[src/sv/jkve_pkg.sv]
// Package for the JSON key/value extractor.
// Holds shared types, character and status codes and queue sizes.
// No dependencies; all other files of the block use it.
`timescale 1ns / 1ps
`default_nettype none

package jkve_pkg;

  localparam int MAX_KEY_CHARS    = 16;
  localparam int MAX_STRING_BYTES = 256;

  localparam int CMD_DEPTH = 4;
  localparam int CMD_PTR_W = $clog2(CMD_DEPTH);
  localparam int CMD_CNT_W = $clog2(CMD_DEPTH + 1);

  localparam logic [7:0] CH_NUL   = 8'd0;
  localparam logic [7:0] CH_BSL   = 8'h5c;
  localparam logic [7:0] CH_QUOTE = 8'h22;
  localparam logic [7:0] CH_COLON = 8'h3a;
  localparam logic [7:0] CH_N     = 8'h6e;
  localparam logic [7:0] CH_R     = 8'h72;
  localparam logic [7:0] CH_T     = 8'h74;
  localparam logic [7:0] CH_LF    = 8'd10;
  localparam logic [7:0] CH_CR    = 8'd13;
  localparam logic [7:0] CH_TAB   = 8'd9;
  localparam logic [7:0] CH_VT    = 8'd11;
  localparam logic [7:0] CH_FF    = 8'd12;
  localparam logic [7:0] CH_SPACE = 8'h20;
  localparam logic [7:0] CH_PLUS  = 8'h2b;
  localparam logic [7:0] CH_MINUS = 8'h2d;
  localparam logic [7:0] CH_ZERO  = 8'h30;
  localparam logic [7:0] CH_NINE  = 8'h39;

  localparam logic [3:0] DECIMAL_BASE = 4'd10;

  localparam logic [31:0] INT_POS_MAX = 32'h7fff_ffff;
  localparam logic [31:0] INT_NEG_MAG = 32'h8000_0000;

  localparam logic [2:0] ST_CHAR    = 3'd0;
  localparam logic [2:0] ST_FOUND   = 3'd1;
  localparam logic [2:0] ST_MISSING = 3'd2;
  localparam logic [2:0] ST_TYPE    = 3'd3;
  localparam logic [2:0] ST_LONG    = 3'd4;
  localparam logic [2:0] ST_UNTERM  = 3'd5;

  localparam logic [2:0] REG_KEY_LOW  = 3'd0;
  localparam logic [2:0] REG_KEY_HIGH = 3'd1;
  localparam logic [2:0] REG_KEY_LEN  = 3'd2;
  localparam logic [2:0] REG_KIND     = 3'd3;
  localparam logic [2:0] REG_CAPACITY = 3'd4;

  localparam logic [8:0] CAPACITY_RESET = 9'd256;

  typedef enum logic [3:0] {
    PH_SEEK,
    PH_MATCH,
    PH_SKIP,
    PH_SKIP_ESC,
    PH_AFTER_KEY,
    PH_BEFORE_VAL,
    PH_STR,
    PH_STR_ESC,
    PH_INT,
    PH_DONE
  } phase_t;

  typedef struct packed {
    logic [7:0] byte_val;
    logic [7:0] esc_char;
    logic [3:0] digit;
    logic       is_zero;
    logic       is_quote;
    logic       is_bslash;
    logic       is_colon;
    logic       is_ws;
    logic       is_digit;
    logic       is_sign;
    logic       is_minus;
  } cmd_t;

  typedef struct packed {
    logic [2:0]  status;
    logic [7:0]  out_char;
    logic [31:0] int_value;
    logic [7:0]  char_count;
    logic        last;
  } res_t;

  typedef struct packed {
    logic        push;
    logic        full;
  } qctl_t;

endpackage

`default_nettype wire

[src/sv/jkve_front.sv]
// Front end of the JSON key/value extractor: takes bytes and classifies them.
// Depends on jkve_pkg; feeds the command queue.
`timescale 1ns / 1ps
`default_nettype none

module jkve_front (
  input  wire logic          push,
  input  wire logic [7:0]    in_byte,
  output logic               full,
  input  wire logic          q_full,
  output jkve_pkg::qctl_t    q_ctl,
  output jkve_pkg::cmd_t     q_item
);

  always_comb begin
    full          = q_full;
    q_ctl.full    = q_full;
    q_ctl.push    = push && !q_full;

    q_item.byte_val  = in_byte;
    q_item.digit     = in_byte[3:0];
    q_item.is_zero   = (in_byte == jkve_pkg::CH_NUL);
    q_item.is_quote  = (in_byte == jkve_pkg::CH_QUOTE);
    q_item.is_bslash = (in_byte == jkve_pkg::CH_BSL);
    q_item.is_colon  = (in_byte == jkve_pkg::CH_COLON);
    q_item.is_ws     = (in_byte == jkve_pkg::CH_SPACE) ||
                       ((in_byte >= jkve_pkg::CH_TAB) && (in_byte <= jkve_pkg::CH_CR));
    q_item.is_digit  = (in_byte >= jkve_pkg::CH_ZERO) && (in_byte <= jkve_pkg::CH_NINE);
    q_item.is_minus  = (in_byte == jkve_pkg::CH_MINUS);
    q_item.is_sign   = (in_byte == jkve_pkg::CH_PLUS) || (in_byte == jkve_pkg::CH_MINUS);

    case (in_byte)
      jkve_pkg::CH_N: q_item.esc_char = jkve_pkg::CH_LF;
      jkve_pkg::CH_R: q_item.esc_char = jkve_pkg::CH_CR;
      jkve_pkg::CH_T: q_item.esc_char = jkve_pkg::CH_TAB;
      default:        q_item.esc_char = in_byte;
    endcase
  end

endmodule

`default_nettype wire

[src/sv/jkve_queue.sv]
// Short command queue between the front end and the back end.
// Depends on jkve_pkg for the item type and depth.
`timescale 1ns / 1ps
`default_nettype none

module jkve_queue (
  input  wire logic            clk,
  input  wire logic            rst,
  input  jkve_pkg::qctl_t      wr_ctl,
  input  jkve_pkg::cmd_t       wr_item,
  output logic                 full,
  output logic                 empty,
  input  wire logic            rd,
  output jkve_pkg::cmd_t       rd_item
);

  jkve_pkg::cmd_t                   entries [jkve_pkg::CMD_DEPTH];
  logic [jkve_pkg::CMD_PTR_W-1:0]   wr_ptr;
  logic [jkve_pkg::CMD_PTR_W-1:0]   rd_ptr;
  logic [jkve_pkg::CMD_CNT_W-1:0]   count;
  logic                             do_wr;
  logic                             do_rd;

  assign full    = (count == jkve_pkg::CMD_CNT_W'(jkve_pkg::CMD_DEPTH));
  assign empty   = (count == '0);
  assign do_wr   = wr_ctl.push && !wr_ctl.full;
  assign do_rd   = rd && !empty;
  assign rd_item = entries[rd_ptr];

  always_ff @(posedge clk) begin
    if (rst) begin
      wr_ptr <= '0;
      rd_ptr <= '0;
      count  <= '0;
    end else begin
      if (do_wr) begin
        wr_ptr <= wr_ptr + 1'b1;
      end
      if (do_rd) begin
        rd_ptr <= rd_ptr + 1'b1;
      end
      if (do_wr && !do_rd) begin
        count <= count + 1'b1;
      end else if (!do_wr && do_rd) begin
        count <= count - 1'b1;
      end
    end
  end

  always_ff @(posedge clk) begin
    if (do_wr) begin
      entries[wr_ptr] <= wr_item;
    end
  end

endmodule

`default_nettype wire

[src/sv/jkve_back.sv]
// Back end of the JSON key/value extractor: scan state machine, value decoding,
// configuration registers and a two-entry result buffer. Depends on jkve_pkg.
`timescale 1ns / 1ps
`default_nettype none

module jkve_back (
  input  wire logic               clk,
  input  wire logic               rst,
  input  wire logic               cfg_write,
  input  wire logic [2:0]         cfg_index,
  input  wire logic [63:0]        cfg_data,
  input  wire logic               cmd_empty,
  input  jkve_pkg::cmd_t          cmd,
  output logic                    cmd_pop,
  input  wire logic               pop,
  output logic                    empty,
  output jkve_pkg::res_t          res
);

  logic [63:0] key_low;
  logic [63:0] key_high;
  logic [4:0]  key_length;
  logic        value_kind;
  logic [8:0]  out_capacity;

  jkve_pkg::phase_t phase, phase_next;
  logic [4:0]  key_pos, key_pos_next;
  logic [7:0]  chars, chars_next;
  logic [31:0] acc, acc_next;
  logic        neg, neg_next;
  logic        seen, seen_next;

  jkve_pkg::res_t res_buf [2];
  logic        res_wr_ptr;
  logic        res_rd_ptr;
  logic [1:0]  res_count;
  logic        res_pop;
  logic        space;
  logic        step;
  logic        emit;
  jkve_pkg::res_t r;

  logic [127:0] key_all;
  logic [4:0]   eff_len;
  logic [7:0]   key_ch;
  logic [7:0]   lim_m1;
  logic [35:0]  mult;
  logic [31:0]  acc_add;
  logic [31:0]  int_res;
  logic         key_done;

  assign key_all  = {key_high, key_low};
  assign eff_len  = (key_length > 5'(jkve_pkg::MAX_KEY_CHARS)) ?
                    5'(jkve_pkg::MAX_KEY_CHARS) : key_length;
  assign key_ch   = key_all[{key_pos[3:0], 3'b000} +: 8];
  assign key_done = (key_pos >= eff_len);

  always_comb begin
    if (out_capacity == 9'd0) begin
      lim_m1 = 8'd0;
    end else if ((out_capacity > 9'(jkve_pkg::MAX_STRING_BYTES)) ||
                 (out_capacity > 9'd256)) begin
      lim_m1 = (jkve_pkg::MAX_STRING_BYTES > 256) ? 8'd255 :
               8'(jkve_pkg::MAX_STRING_BYTES - 1);
    end else begin
      lim_m1 = 8'(out_capacity - 9'd1);
    end
  end

  assign mult    = ({4'd0, acc} * 36'(jkve_pkg::DECIMAL_BASE)) + {32'd0, cmd.digit};
  assign acc_add = (mult > {4'd0, jkve_pkg::INT_NEG_MAG}) ? jkve_pkg::INT_NEG_MAG : mult[31:0];
  assign int_res = neg ? (32'd0 - acc) :
                   ((acc > jkve_pkg::INT_POS_MAX) ? jkve_pkg::INT_POS_MAX : acc);

  assign res_pop = pop && !empty;
  assign space   = (res_count != 2'd2) || res_pop;
  assign step    = !cmd_empty && space;
  assign cmd_pop = step;
  assign empty   = (res_count == 2'd0);
  assign res     = res_buf[res_rd_ptr];

  always_comb begin
    phase_next   = phase;
    key_pos_next = key_pos;
    chars_next   = chars;
    acc_next     = acc;
    neg_next     = neg;
    seen_next    = seen;
    emit         = 1'b0;
    r            = '0;

    if (cmd.is_zero) begin
      r.last = 1'b1;
      unique case (phase)
        jkve_pkg::PH_DONE: begin
          r.last = 1'b0;
        end
        jkve_pkg::PH_STR, jkve_pkg::PH_STR_ESC: begin
          emit         = 1'b1;
          r.status     = jkve_pkg::ST_UNTERM;
          r.char_count = chars;
        end
        jkve_pkg::PH_BEFORE_VAL: begin
          emit     = 1'b1;
          r.status = jkve_pkg::ST_TYPE;
        end
        jkve_pkg::PH_INT: begin
          emit = 1'b1;
          if (seen) begin
            r.status    = jkve_pkg::ST_FOUND;
            r.int_value = int_res;
          end else begin
            r.status = jkve_pkg::ST_TYPE;
          end
        end
        default: begin
          emit     = 1'b1;
          r.status = jkve_pkg::ST_MISSING;
        end
      endcase
      phase_next   = jkve_pkg::PH_SEEK;
      key_pos_next = '0;
      chars_next   = '0;
      acc_next     = '0;
      neg_next     = 1'b0;
      seen_next    = 1'b0;
    end else begin
      unique case (phase)
        jkve_pkg::PH_SEEK: begin
          if (cmd.is_quote) begin
            phase_next   = jkve_pkg::PH_MATCH;
            key_pos_next = '0;
          end
        end
        jkve_pkg::PH_MATCH, jkve_pkg::PH_SKIP: begin
          if ((phase == jkve_pkg::PH_MATCH) && key_done && cmd.is_quote) begin
            phase_next = jkve_pkg::PH_AFTER_KEY;
          end else if ((phase == jkve_pkg::PH_MATCH) && !key_done &&
                       (cmd.byte_val == key_ch)) begin
            key_pos_next = key_pos + 5'd1;
          end else if (cmd.is_bslash) begin
            phase_next = jkve_pkg::PH_SKIP_ESC;
          end else if (cmd.is_quote) begin
            phase_next = jkve_pkg::PH_SEEK;
          end else begin
            phase_next = jkve_pkg::PH_SKIP;
          end
        end
        jkve_pkg::PH_SKIP_ESC: begin
          phase_next = jkve_pkg::PH_SKIP;
        end
        jkve_pkg::PH_AFTER_KEY: begin
          if (cmd.is_colon) begin
            phase_next = jkve_pkg::PH_BEFORE_VAL;
          end else if (!cmd.is_ws) begin
            if (cmd.is_quote) begin
              phase_next   = jkve_pkg::PH_MATCH;
              key_pos_next = '0;
            end else begin
              phase_next = jkve_pkg::PH_SEEK;
            end
          end
        end
        jkve_pkg::PH_BEFORE_VAL: begin
          if (!cmd.is_ws) begin
            if (!value_kind) begin
              if (cmd.is_quote) begin
                phase_next = jkve_pkg::PH_STR;
              end else begin
                phase_next = jkve_pkg::PH_DONE;
                emit       = 1'b1;
                r.status   = jkve_pkg::ST_TYPE;
                r.last     = 1'b1;
              end
            end else if (cmd.is_sign) begin
              neg_next   = cmd.is_minus;
              phase_next = jkve_pkg::PH_INT;
            end else if (cmd.is_digit) begin
              acc_next   = acc_add;
              seen_next  = 1'b1;
              phase_next = jkve_pkg::PH_INT;
            end else begin
              phase_next = jkve_pkg::PH_DONE;
              emit       = 1'b1;
              r.status   = jkve_pkg::ST_TYPE;
              r.last     = 1'b1;
            end
          end
        end
        jkve_pkg::PH_STR, jkve_pkg::PH_STR_ESC: begin
          if ((phase == jkve_pkg::PH_STR) && cmd.is_quote) begin
            phase_next   = jkve_pkg::PH_DONE;
            emit         = 1'b1;
            r.status     = jkve_pkg::ST_FOUND;
            r.char_count = chars;
            r.last       = 1'b1;
          end else if ((phase == jkve_pkg::PH_STR) && cmd.is_bslash) begin
            phase_next = jkve_pkg::PH_STR_ESC;
          end else begin
            emit = 1'b1;
            if (chars < lim_m1) begin
              phase_next   = jkve_pkg::PH_STR;
              chars_next   = chars + 8'd1;
              r.status     = jkve_pkg::ST_CHAR;
              r.out_char   = (phase == jkve_pkg::PH_STR) ? cmd.byte_val : cmd.esc_char;
              r.char_count = chars + 8'd1;
            end else begin
              phase_next   = jkve_pkg::PH_DONE;
              r.status     = jkve_pkg::ST_LONG;
              r.char_count = chars;
              r.last       = 1'b1;
            end
          end
        end
        jkve_pkg::PH_INT: begin
          if (cmd.is_digit) begin
            acc_next  = acc_add;
            seen_next = 1'b1;
          end else begin
            phase_next = jkve_pkg::PH_DONE;
            emit       = 1'b1;
            r.last     = 1'b1;
            if (seen) begin
              r.status    = jkve_pkg::ST_FOUND;
              r.int_value = int_res;
            end else begin
              r.status = jkve_pkg::ST_TYPE;
            end
          end
        end
        default: begin
          phase_next = jkve_pkg::PH_DONE;
        end
      endcase
    end
  end

  always_ff @(posedge clk) begin
    if (rst) begin
      key_low      <= '0;
      key_high     <= '0;
      key_length   <= '0;
      value_kind   <= 1'b0;
      out_capacity <= jkve_pkg::CAPACITY_RESET;
    end else if (cfg_write) begin
      case (cfg_index)
        jkve_pkg::REG_KEY_LOW:  key_low      <= cfg_data;
        jkve_pkg::REG_KEY_HIGH: key_high     <= cfg_data;
        jkve_pkg::REG_KEY_LEN:  key_length   <= cfg_data[4:0];
        jkve_pkg::REG_KIND:     value_kind   <= cfg_data[0];
        jkve_pkg::REG_CAPACITY: out_capacity <= cfg_data[8:0];
        default: ;
      endcase
    end
  end

  always_ff @(posedge clk) begin
    if (rst) begin
      phase   <= jkve_pkg::PH_SEEK;
      key_pos <= '0;
      chars   <= '0;
      acc     <= '0;
      neg     <= 1'b0;
      seen    <= 1'b0;
    end else if (step) begin
      phase   <= phase_next;
      key_pos <= key_pos_next;
      chars   <= chars_next;
      acc     <= acc_next;
      neg     <= neg_next;
      seen    <= seen_next;
    end
  end

  always_ff @(posedge clk) begin
    if (rst) begin
      res_wr_ptr <= 1'b0;
      res_rd_ptr <= 1'b0;
      res_count  <= '0;
    end else begin
      if (step && emit) begin
        res_wr_ptr <= !res_wr_ptr;
      end
      if (res_pop) begin
        res_rd_ptr <= !res_rd_ptr;
      end
      if ((step && emit) && !res_pop) begin
        res_count <= res_count + 2'd1;
      end else if (!(step && emit) && res_pop) begin
        res_count <= res_count - 2'd1;
      end
    end
  end

  always_ff @(posedge clk) begin
    if (step && emit) begin
      res_buf[res_wr_ptr] <= r;
    end
  end

endmodule

`default_nettype wire

[src/sv/json_key_value_extractor_unit.sv]
// Top level of the streaming JSON key/value extractor.
// Depends on jkve_pkg, jkve_front, jkve_queue and jkve_back.
//
// Usage:
//   Bytes of a JSON text enter through a queue-style port: an item is taken
//   at a clock edge where push is high and full is low. Byte 0 ends the
//   document and returns the scan to its start; configuration is kept.
//   Results leave through a queue-style port: while empty is low the oldest
//   result sits on status, out_char, int_value, char_count and last, and it
//   is taken at an edge where pop is high. A document gives one result per
//   decoded string character plus one final item with last set.
//   Configuration registers are written with cfg_write, cfg_index and
//   cfg_data, in the order key low, key high, key length, value kind,
//   capacity, while no document is in flight; the user must ensure this as
//   the block does not. Throughput is one byte per cycle; when the receiver
//   stalls, the two-entry result buffer fills, the back end stops, and the
//   four-entry command queue absorbs bytes until full rises. The scan state
//   machine, including the multiply by ten of the integer accumulator, is
//   combinational; bytes wait in the command queue, results in the result
//   buffer. Synchronous reset empties both queues, clears the scan state and
//   sets the registers to their reset values (capacity 256).
`timescale 1ns / 1ps
`default_nettype none

module json_key_value_extractor_unit (
  input  wire logic               clk,
  input  wire logic               rst,
  input  wire logic               push,
  output logic                    full,
  input  wire logic [7:0]         in_byte,
  output logic                    empty,
  input  wire logic               pop,
  output logic [2:0]              status,
  output logic [7:0]              out_char,
  output logic signed [31:0]      int_value,
  output logic [7:0]              char_count,
  output logic                    last,
  input  wire logic               cfg_write,
  input  wire logic [2:0]         cfg_index,
  input  wire logic [63:0]        cfg_data
);

  jkve_pkg::qctl_t q_ctl;
  jkve_pkg::cmd_t  q_item;
  jkve_pkg::cmd_t  cmd;
  jkve_pkg::res_t  res;
  logic            q_full;
  logic            q_empty;
  logic            cmd_pop;

  jkve_front u_front (
    .push    (push),
    .in_byte (in_byte),
    .full    (full),
    .q_full  (q_full),
    .q_ctl   (q_ctl),
    .q_item  (q_item)
  );

  jkve_queue u_queue (
    .clk     (clk),
    .rst     (rst),
    .wr_ctl  (q_ctl),
    .wr_item (q_item),
    .full    (q_full),
    .empty   (q_empty),
    .rd      (cmd_pop),
    .rd_item (cmd)
  );

  jkve_back u_back (
    .clk       (clk),
    .rst       (rst),
    .cfg_write (cfg_write),
    .cfg_index (cfg_index),
    .cfg_data  (cfg_data),
    .cmd_empty (q_empty),
    .cmd       (cmd),
    .cmd_pop   (cmd_pop),
    .pop       (pop),
    .empty     (empty),
    .res       (res)
  );

  assign status     = res.status;
  assign out_char   = res.out_char;
  assign int_value  = res.int_value;
  assign char_count = res.char_count;
  assign last       = res.last;

endmodule

`default_nettype wire

[config.mk]
export PLATFORM = sky130hd
export DESIGN_NAME = json_key_value_extractor_unit
export DESIGN_NICKNAME = d
export VERILOG_FILES = /design/src/sv/jkve_pkg.sv /design/src/sv/jkve_front.sv /design/src/sv/jkve_queue.sv /design/src/sv/jkve_back.sv /design/src/sv/json_key_value_extractor_unit.sv
export SDC_FILE = /design/constraint.sdc
export NUM_CORES = 1
export LEC_CHECK = 0
export BUFFER_PORTS_ARGS = -buffer_cell sky130_fd_sc_hd__buf_2
export CORE_MARGIN = 3
export CORE_UTILIZATION = 55
export DETAILED_ROUTE_END_ITERATION = 6
export GPL_ROUTABILITY_DRIVEN = 0
export GPL_TIMING_DRIVEN = 1
export PLACE_DENSITY_LB_ADDON = 0.3
export REMOVE_ABC_BUFFERS = 1
export SLEW_MARGIN = 20
export SYNTH_ARGS = -nofsm -noshare
export SYNTH_HDL_FRONTEND = slang
export SYNTH_SLANG_ARGS = --single-unit
[constraint.sdc]
create_clock -name clk -period 5.1 [get_ports clk]
set_input_delay 0.51 -clock clk [delete_from_list [all_inputs] [get_ports clk]]
set_output_delay 0.51 -clock clk [all_outputs]
set_load 0.05 [all_outputs]
==> qor.yml, run 1 <==
status: "finished clean"
leakagePower_uw: 0.008386
yosysWarnings: 0
rsz0062_at_grt: "false"
maxSlewHeadroom: 0.2531
port_buffers: 133
start_kind: "flop"
synth_top_area_share: 0.2844
viasPerCell: 5.952
initial_utilization: 0.5593
end_kind: "flop"
regToRegEndpoint: "u_back.acc[5]$_SDFFE_PP0P_"
core_area_um2: 37760
dpl.hpwl_um: 34400
drtIter0Drc: 1338
rr_startpoint: "u_back.acc[3]$_SDFFE_PP0P_"
reg2reg_depth: 14
p_sw_uw: 3110
power_frac_clock: 0.312
worstSetupPathType: "flop to flop"
synth.avg_cell_area_um2: 10.20
whs_path_depth: 3
synthArstFlopShare: 0
clkSlewWorstSetupHoldPaths_ns: 0.06
dieArea_um2: 40780
critical_path.max_fanout: 27
fin_skew_ns: 0.02857
peakVddDrop_mv: 0.3389
arrival_ns: 5.31
fp.dieH_um: 201.9
grt_util_all_layers: 0.2396
grt_max_degree: 97
finalCritPeriodShare: 0.9471
cts-buffers-inserted: 41
drc: 0
final_max_slew_viol_count: 0
max_cap_violations: 0
cp_slowest_cell: "or4_1"
die_x_um: 201.9
reg2reg_slack_ns: 0.27
placed_cell_area_um2: 22190
wirelength_um: 49530
crit_start: "u_back.acc[3]$_SDFFE_PP0P_"
p_int_uw: 6304
yosys.area.top_type: "edfxtp_1"
fin_area_um2: 23500
vias: 16040
timing.hold.ws_ns: 0.1940
netlist_instances: 2070
htreeDepth: 2
cp-endpoint: "u_back.acc[5]$_SDFFE_PP0P_"
cts.sinks: 408
synth-main-ff-cell: "dfxtp_1"
seq_power_share: 0.421
layout-drive-gt1-share: 0.1755
fin_crit_ns: 4.830
fin_nets: 2320
clock_latency_ns: 0.57
worstMarginPinSlew_ns: 1.120
yosysSeqAreaShare: 0.4816
hold_viol: 0
cts.path.max_buffers: 3
io_pins: 134
grt_pass1_wl_um: 80320
synth_area_um2: 21120
synth-edff-count: 200
powerDensity_nw_per_um2: 400.6
wl_per_cell_um: 18.38
crit_top_cell: "ha_1"
combPwrFrac: 0.268
synth-seq-cells: 408
dr.pass1.iters: 5
overflow: 0
tritoncts: "yes"
fmax_mhz: 207.0
grt_pass1_vias: 15560
finalSetupViolations: 0
netSwitchingFraction: 0.3304
tns_ns: 0
areaGrowthSynthToFinish_pct: 11.31
cts_root_buf: "clkbuf_16"
path_cells: "ha_1 -> ha_1 -> fa_1 -> a211oi_2 -> o21ai_2 -> a31o_2 -> a21oi_1 -> xor2_1 -> or4_1 -> or4_4 -> xnor2_2 -> or3_1 -> buf_4 -> o21ai_0"
rows: 71
synth_area_leaders: "edfxtp_1, dfxtp_1, nand2_1"
ant_nets: 0
cp.required_ns: 5.58
cpPeakStageDelay_ns: 0.61
synth.most_common_cell: "nand2_1"
synth_cell_types: 81
hp-class: "input pin to flop"
synth_common_cells: "nand2_1, dfxtp_1, edfxtp_1"
grt_antenna_before_repair: 2
final_util: 0.6225
==> worst min path at each step <==
stage                                startpoint                                to  slack [ns]
5_1_grt                            cfg_data[26]  u_back.key_high[26]$_SDFFE_PP0P_        0.19
2_1_floorplan  u_back.key_high[13]$_SDFFE_PP0P_  u_back.key_high[13]$_SDFFE_PP0P_        0.43
3_5_place_dp    u_back.key_low[25]$_SDFFE_PP0P_   u_back.key_low[25]$_SDFFE_PP0P_        0.45
6_report                           cfg_data[63]   u_back.key_low[63]$_SDFFE_PP0P_        0.19
4_1_cts                            cfg_data[58]  u_back.key_high[58]$_SDFFE_PP0P_        0.18
3_3_place_gp     u_back.key_low[2]$_SDFFE_PP0P_    u_back.key_low[2]$_SDFFE_PP0P_        0.44
==> metal layers <==
layer,track usage,vias up,share of wire,wire length (um)
li1,-,7759,-,-
met1,0.3047,7739,0.41,20310
met2,0.4258,449,0.51,25290
met3,0.03382,86,0.052,2559
met4,0.07401,2,0.028,1363
met5,0,-,0.00014,7
==> worst max-delay path, delay by kind of cell (launching register included) <==
kind	cells	cell delay, ns
AOI/OAI and AO/OA	5	1.26
xor gates and xnor gates	2	0.33
buffers and inverters	1	0.22
adders and majority gates	3	0.98
DFF	1	0.49
and+or+nand+nor	3	1.48
==> logic make-up (layout without fill, tap and decap cells) <==
group / Yosys count / count (layout) / share of synthesized area
AO/OA/AOI/OAI: 447 / 447 / 0.1323
XOR/XNOR: 68 / 68 / 0.02856
adder cells (fa/ha/maj): 90 / 90 / 0.05428
buffers and inverters: 147 / 259 / 0.02832
flip-flops: 408 / 408 / 0.4816
multiplexers: 142 / 142 / 0.1073
other: 0 / 1 / 0
AND/OR/NAND/NOR: 768 / 768 / 0.1676
==> final cells by class <==
| class | instances | area, um^2 |
|---|---|---|
| sequential | 408 | 10170 |
| clock inverter | 17 | 148.9 |
| clock buffer | 57 | 1157 |
| timing repair buffer | 161 | 903.4 |
| tap | 511 | 639.4 |
| fill | 3074 | 14250 |
| antenna | 1 | 2.502 |
| inverter | 24 | 90.09 |
| multi-input combinational | 1515 | 10390 |
==> layout by cell type, fill, tap and decap left out, drive strengths merged, types with 35 or more instances in the layout <==
cell type / synthesis / routed
a211oi: 42 / 42
a21oi: 201 / 201
buf: 26 / 161
clkbuf: 97 / 57
dfxtp: 208 / 208
edfxtp: 200 / 200
ha: 86 / 86
mux2: 55 / 55
mux4: 62 / 62
nand2: 383 / 383
nor2: 130 / 130
nor3: 52 / 52
o21ai: 77 / 77
xor2: 35 / 35
==> state kept, by name (all words and copies together), names as in the netlist, 2 cells and up, named ones only <==
name and count:
u_back.res_buf 104, u_queue.entries 96, u_back.key_high 64, u_back.key_low 64, u_back.acc 32, u_back.out_capacity 9, u_back.chars 8, u_back.key_length 5
u_back.key_pos 5, u_back.phase 4, u_queue.count 3, u_back.res_count 2, u_queue.rd_ptr 2, u_queue.wr_ptr 2
==> power groups by stage <==
stage	Sequential, uW	Clock, uW	Combinational, uW
floorplan	4060	0	1760
global placement	4000	0	2500
detailed placement	4020	0	2530
CTS	3960	2990	2540
global route	3990	3100	2700
finish	3960	2940	2520
==> per-stage QoR <==
step | total power, uW | worst slack, ns | std cells
2_1_floorplan | 5815 | -0.5602 | 1947
3_3_place_gp | 6502 | 0.4113 | 2619
3_5_place_dp | 6553 | 0.3328 | 2619
4_1_cts | 9485 | 0.3080 | 2693
5_1_grt | 9793 | 0.02186 | 2694
6_report | 9415 | 0.2696 | 2694
==> timing repair <==
action                                  4_1_cts  5_1_grt
endpoints found under the setup margin        0        1
setup buffers                                 0        0
hold buffers                                  0        0
gates resized for setup                       0        1
endpoints found under the hold margin         0        0
Power figures use the tool's default switching activity.
==> run 2, diff against run 1 <==
Settings changed: CORE_UTILIZATION 55 to 56, SETUP_SLACK_MARGIN from default to 0.5, SYNTH_HIERARCHICAL from default to 1.
==> run 2 against run 1 <==
Sequential cell count is 16 higher. Register-to-register slack improved by 0.23 ns. Sequential power is 4% higher. Sequential share of layout area down 1.4 points. Design area is 8.4% higher. Area after synthesis increased by 7.5%. Clock skew down 0.0096 ns. Setup slack improved by 0.23 ns. Critical path depth up 2. Via count up 9.3%. Maximum frequency grew 4.9%. Synthesized cell count is 7.1% higher. Critical endpoint is now u_back/acc[19]$_SDFFE_PP0P_. Largest power group unchanged. Highest routed layer is now met4.
==> qor.yml, run 2 <==
rr_startpoint: "u_back/acc[1]$_SDFFE_PP0P_"
fmax_mhz: 217.2
grt_max_degree: 91
finalSetupViolations: 0
worstSetupPathType: "flop to flop"
reg2reg_depth: 16
fin_crit_ns: 4.604
core_area_um2: 39910
largest_reg_flops: 112
grt_pass1_vias: 17050
dieArea_um2: 43000
synth-main-ff-cell: "edfxtp_1"
fin_nets: 2463
tns_ns: 0
hp-class: "input pin to flop"
regToRegEndpoint: "u_back/acc[19]$_SDFFE_PP0P_"
nFillCells: 3166
dpl.hpwl_um: 36770
dr.pass1.iters: 6
max_cap_violations: 0
cp.required_ns: 5.58
synth_compound_area_frac: 0.1416
synth_top_family_by_area: "simple AND/OR/NAND/NOR gates"
yosys.area.top_type: "edfxtp_1"
initial_utilization: 0.5689
clkSlewWorstSetupHoldPaths_ns: 0.06
netlist_instances: 2218
vias: 17530
end_kind: "flop"
areaGrowthSynthToFinish_pct: 12.17
clock_latency_ns: 0.58
cts.path.max_buffers: 3
hold_viol: 0
synth_common_cells: "nand2_1, a21oi_1, edfxtp_1"
yosysSeqAreaShare: 0.4690
hold_end: "u_back/key_low[57]$_SDFFE_PP0P_"
mostFrequentLayoutCell: "nand2_1"
drtIter0Drc: 1673
min_from: "cfg_data[57]"
drc: 0
synth-xor-area-share: 0.02843
seq_area_um2: 10670
synth_area_um2: 22710
worstMarginPinSlew_ns: 0.9124
arrival_ns: 5.08
htreeDepth: 2
leakagePower_uw: 0.009092
layout-drive-gt1-share: 0.2103
synth_fa_ha_area_frac: 0.05047
synthSimpleGateAreaFrac: 0.1711
synth_area_leaders: "edfxtp_1, dfxtp_1, nand2_1"
synth.mux.area_fraction: 0.1034
final_util: 0.6382
cts_root_buf: "clkbuf_16"
wl_per_cell_um: 19.37
synth-edff-count: 216
critical_path.max_fanout: 21
synth_top_area_share: 0.2856
layout_common_cells: "nand2_1, edfxtp_1, a21oi_1"
maxSlewHeadroom: 0.3903
fin_skew_ns: 0.01895
crit_start: "u_back/acc[1]$_SDFFE_PP0P_"
peakVddDrop_mv: 0.3036
reg_top3: "u_queue/entries: 112 flops, u_back/res_buf: 104 flops"
status: "finished clean"
grt_pass1_wl_um: 87950
cts-buffers-inserted: 44
viasPerCell: 6.135
grt_util_all_layers: 0.2466
synth-seq-cells: 424
ant_nets: 0
final_max_slew_viol_count: 0
reg2reg_slack_ns: 0.50
cts.sinks: 424
io_pins: 134
whs_path_depth: 3
rsz0062_at_grt: "true"
multi_input_area_um2: 11550
grt_antenna_before_repair: 2
wirelength_um: 55340
tritoncts: "yes"
synth_cell_types: 100
powerDensity_nw_per_um2: 389.5
regMostFlops: "u_queue/entries"
synth.avg_cell_area_um2: 10.24
start_kind: "flop"
port_buffers: 133
overflow: 0
finalCritPeriodShare: 0.9027
yosysWarnings: 6
fp.dieH_um: 207.4
synth.most_common_cell: "nand2_1"
rows: 73
synthArstFlopShare: 0
die_x_um: 207.4
-- run 2: layout make-up --
cell class                      count  area share
Clock inverter                     17    0.006778
Sequential cell                   424      0.4189
Inverter                           30    0.004421
Timing Repair Buffer              176     0.04052
Multi-Input combinational cell   1618      0.4534
Antenna cell                        2   0.0001965
Tap cell                          525     0.02579
Clock buffer                       65     0.05000
-- run 2: metrics by stage --
step / power (uW) / instance area, um^2 / cells / hold WS [ns] / worst slack (ns)
2_1_floorplan: 6059 / 22000 / 2072 / 0.4271 / -0.2427
3_5_place_dp: 6778 / 23590 / 2756 / 0.4448 / 0.1207
3_3_place_gp: 6709 / 23590 / 2756 / 0.4383 / 0.3401
4_1_cts: 10010 / 25200 / 2844 / 0.1585 / 0.5037
6_report: 9923 / 25470 / 2857 / 0.1877 / 0.4964
5_1_grt: 10350 / 25470 / 2857 / 0.1792 / 0.3211
-- run 2: kinds of logic after synthesis --
group | after synthesis
muxes | 139
xor gates and xnor gates | 72
DFF | 424
buffers and inverters | 176
adders and majority gates | 90
AOI/OAI and AO/OA | 493
and+or+nand+nor | 824
-- run 2: what timing repair did --
item	in CTS	in global routing
hold buffers	0	0
gates resized for setup	33	44
setup endpoints to repair	32	32
setup buffers	6	11
pin swaps	5	11
-- run 2: worst max-delay path by stage --
stage | cells after the start | endpoint
6_report | 16 | u_back/acc[19]$_SDFFE_PP0P_
3_5_place_dp | 14 | u_back/acc[28]$_SDFFE_PP0P_
2_1_floorplan | 8 | u_back/res_buf[0][0]$_DFFE_PP_
3_3_place_gp | 14 | u_back/acc[3]$_SDFFE_PP0P_
4_1_cts | 15 | u_back/acc[6]$_SDFFE_PP0P_
5_1_grt | 15 | u_back/acc[19]$_SDFFE_PP0P_
-- run 2: layer usage --
metal	vias to the layer above	GRT usage	part of all wire
li1	8320	-	-
met1	8507	0.3247	0.41
met2	594	0.4200	0.50
met3	107	0.04050	0.061
met4	0	0.07865	0.025
met5	-	0	0
-- run 2: power breakdown --
group	internal, uW	switching (uW)	total [uW]	leakage, uW
registers	3990	125	4120	0.00371
clock network	1890	1320	3210	0.000713
logic	806	1790	2600	0.00467
-- run 2: worst max-delay path, cell delays in order, from the launching register on --
cell       delay (ns)
dfxtp_1          0.32
ha_1             0.30
ha_1             0.27
fa_2             0.42
a21oi_1          0.19
o211ai_1         0.13
buf_4            0.19
a2111oi_2        0.40
a21oi_1          0.16
xor2_1           0.26
nand3_2          0.18
or3_4            0.47
or4b_4           0.49
nand3_2          0.11
a41oi_4          0.13
buf_12           0.22
o31ai_2          0.26
==> run 3, diff against run 2 <==
Settings changed: CELL_PAD_IN_SITES_DETAIL_PLACEMENT from default to 1, CELL_PAD_IN_SITES_GLOBAL_PLACEMENT from default to 1, CORE_UTILIZATION 56 to 44, MAX_ROUTING_LAYER from default to met4.
==> run 3 against run 2 <==
Maximum frequency grew 1.4%. First-iteration DRC count shrank 36%. Power grew 2.6%. Via count grew 0.96%. Critical endpoint is now u_back/acc[3]$_SDFFE_PP0P_.
==> qor.yml, run 3 (synthesized netlist as in run 2, its figures left out) <==
cp.required_ns: 5.59
initial_utilization: 0.4490
cp_num_cells: 15
cp_slowest_cell: "or4b_4"
ctsHoldBuffers: 0
use_met3: 0.02988
end_kind: "flop"
layout_common_cells: "nand2_1, edfxtp_1, a21oi_1"
fin_nets: 2486
critical_path.max_fanout: 21
post-place-ws_ns: 0.1081
arrival_ns: 5.04
cts.sinks: 424
drc: 0
placed_cell_area_um2: 23960
viasPerCell: 5.844
grt_antenna_before_repair: 3
path_buf_inv: 2
cts_root_buf: "clkbuf_16"
leakagePower_uw: 0.009224
hold_viol: 0
seq_power_share: 0.406
tritoncts: "yes"
mostFrequentLayoutCell: "nand2_1"
dr.pass1.iters: 5
path_cells: "buf_4 -> ha_1 -> ha_2 -> o211ai_4 -> o21a_1 -> o21ai_0 -> a221o_2 -> a2111oi_4 -> nand4_4 -> or3_4 -> or4b_4 -> nand3_2 -> a41oi_4 -> buf_12 -> o31ai_1"
maxSlewHeadroom: 0.3272
fp.dieH_um: 233.2
hp-class: "input pin to flop"
ant_nets: 0
whs_path_depth: 3
reg_top3: "u_queue/entries: 112 flops, u_back/res_buf: 104 flops"
grt.met2_usage: 0.4239
wl_per_cell_um: 20.99
rows: 82
worstMarginPinSlew_ns: 1.001
rsz0062_at_grt: "true"
io_pins: 134
timing.hold.ws_ns: 0.1502
grt-busiest-layer: "met2"
finalSetupViolations: 0
grt_use_met1: 0.2857
overflow: 0
power_frac_clock: 0.338
grt_util_all_layers: 0.2389
worstSetupPathType: "flop to flop"
fin_skew_ns: 0.03424
clkSlewWorstSetupHoldPaths_ns: 0.06
regMostFlops: "u_queue/entries"
netSwitchingFraction: 0.3277
powerDensity_nw_per_um2: 391.3
grt_pass1_vias: 18700
fmax_mhz: 220.2
dieArea_um2: 54370
layout-drive-gt1-share: 0.2235
port_buffers: 133
finalCritPeriodShare: 0.8903
areaGrowthSynthToFinish_pct: 14.52
final_max_slew_viol_count: 0
final_util: 0.5142
p_total_uw: 10180
clock_latency_ns: 0.61
fin_crit_ns: 4.541
layout_setup_ws_ns: 0.5595
largest_reg_flops: 112
p_sw_uw: 3335
grt_max_degree: 75
cts.path.max_buffers: 3
die_x_um: 233.2
grt_pass1_wl_um: 101300
core_area_um2: 50580
p_int_uw: 6841
max_cap_violations: 0
reg2reg_depth: 15
combPwrFrac: 0.256
cts-buffers-inserted: 47
status: "finished clean"
drtIter0Drc: 1066
dpl.hpwl_um: 44600
wirelength_um: 63560
start_kind: "flop"
vias: 17700
peakVddDrop_mv: 0.3356
htreeDepth: 2
fin_area_um2: 26010
cpPeakStageDelay_ns: 0.50
crit_family: "compound AO/OA/AOI/OAI gates"
-- run 3: cell count changes in the layout (fill, tap and decap cells not counted), moves of 3 or more --
cell | previous run | this run
xnor2_1 | 37 | 40
ha_2 | 10 | 13
clkinv_2 | 7 | 4
buf_4 | 40 | 58
xnor2_2 | 4 | 1
clkinv_1 | 2 | 5
a21oi_1 | 214 | 209
a21oi_2 | 5 | 9
nand2_2 | 1 | 4
ha_1 | 76 | 73
nand2_1 | 389 | 386
-- run 3: final timing paths --
| kind | from | end | slack (ns) |
|---|---|---|---|
| hold / removal | cfg_data[61] | u_back/key_low[61]$_SDFFE_PP0P_ | 0.15 |
| setup reg to reg | u_back/acc[3]$_SDFFE_PP0P_ | u_back/acc[3]$_SDFFE_PP0P_ | 0.56 |
| hold reg to reg | u_back/key_low[34]$_SDFFE_PP0P_ | u_back/key_low[34]$_SDFFE_PP0P_ | 0.45 |
| setup / recovery | u_back/acc[3]$_SDFFE_PP0P_ | u_back/acc[3]$_SDFFE_PP0P_ | 0.56 |
-- run 3: routing by layer --
| layer | vias to the layer above | part of all wire |
|---|---|---|
| met5 | - | 0 |
| met1 | 8920 | 0.42 |
| li1 | 8359 | - |
| met4 | 0 | 0.024 |
| met2 | 307 | 0.52 |
| met3 | 111 | 0.035 |
-- run 3: per-stage QoR --
stage / setup TNS, ns / std cells
after floorplan: -30.09 / 2072
after global placement: 0 / 2922
after detailed placement: 0 / 2922
after CTS: 0 / 3016
after global routing: 0 / 3028
final: 0 / 3028
-- run 3: power groups by stage --
| stage | logic, uW | clock network [uW] | registers [uW] |
|---|---|---|---|
| 4_1_cts | 2640 | 3520 | 4140 |
| 2_1_floorplan | 1800 | 0 | 4260 |
| 6_report | 2610 | 3440 | 4130 |
| 3_3_place_gp | 2580 | 0 | 4180 |
| 3_5_place_dp | 2620 | 0 | 4210 |
| 5_1_grt | 2820 | 3670 | 4170 |
-- run 3: worst reg2reg max path: cells and delay by family, from the launching register on --
family	cells	cell delay (ns)
buf+inv	2	0.37
simple gates	4	1.23
compound gates	7	1.86
fa+ha+maj	2	0.66
flops	1	0.32
-- run 3: cell type report --
cell class	count	area, um^2
flip-flops and latches	424	10680
inverters	30	112.6
diodes	3	7.507
multi-input cells	1618	11590
well taps	672	840.8
fillers	5474	24570
clock buffers	66	1319
repair buffers	196	1207
clock inverters	19	251.5
-- run 3: timing repair --
item / CTS / global route
endpoints found under the setup margin: 32 / 50
gates resized for setup: 45 / 45
cloned: 0 / 0
buffers inserted: 9 / 9
pin swaps: 7 / 9
endpoints found under the hold margin: 0 / 0
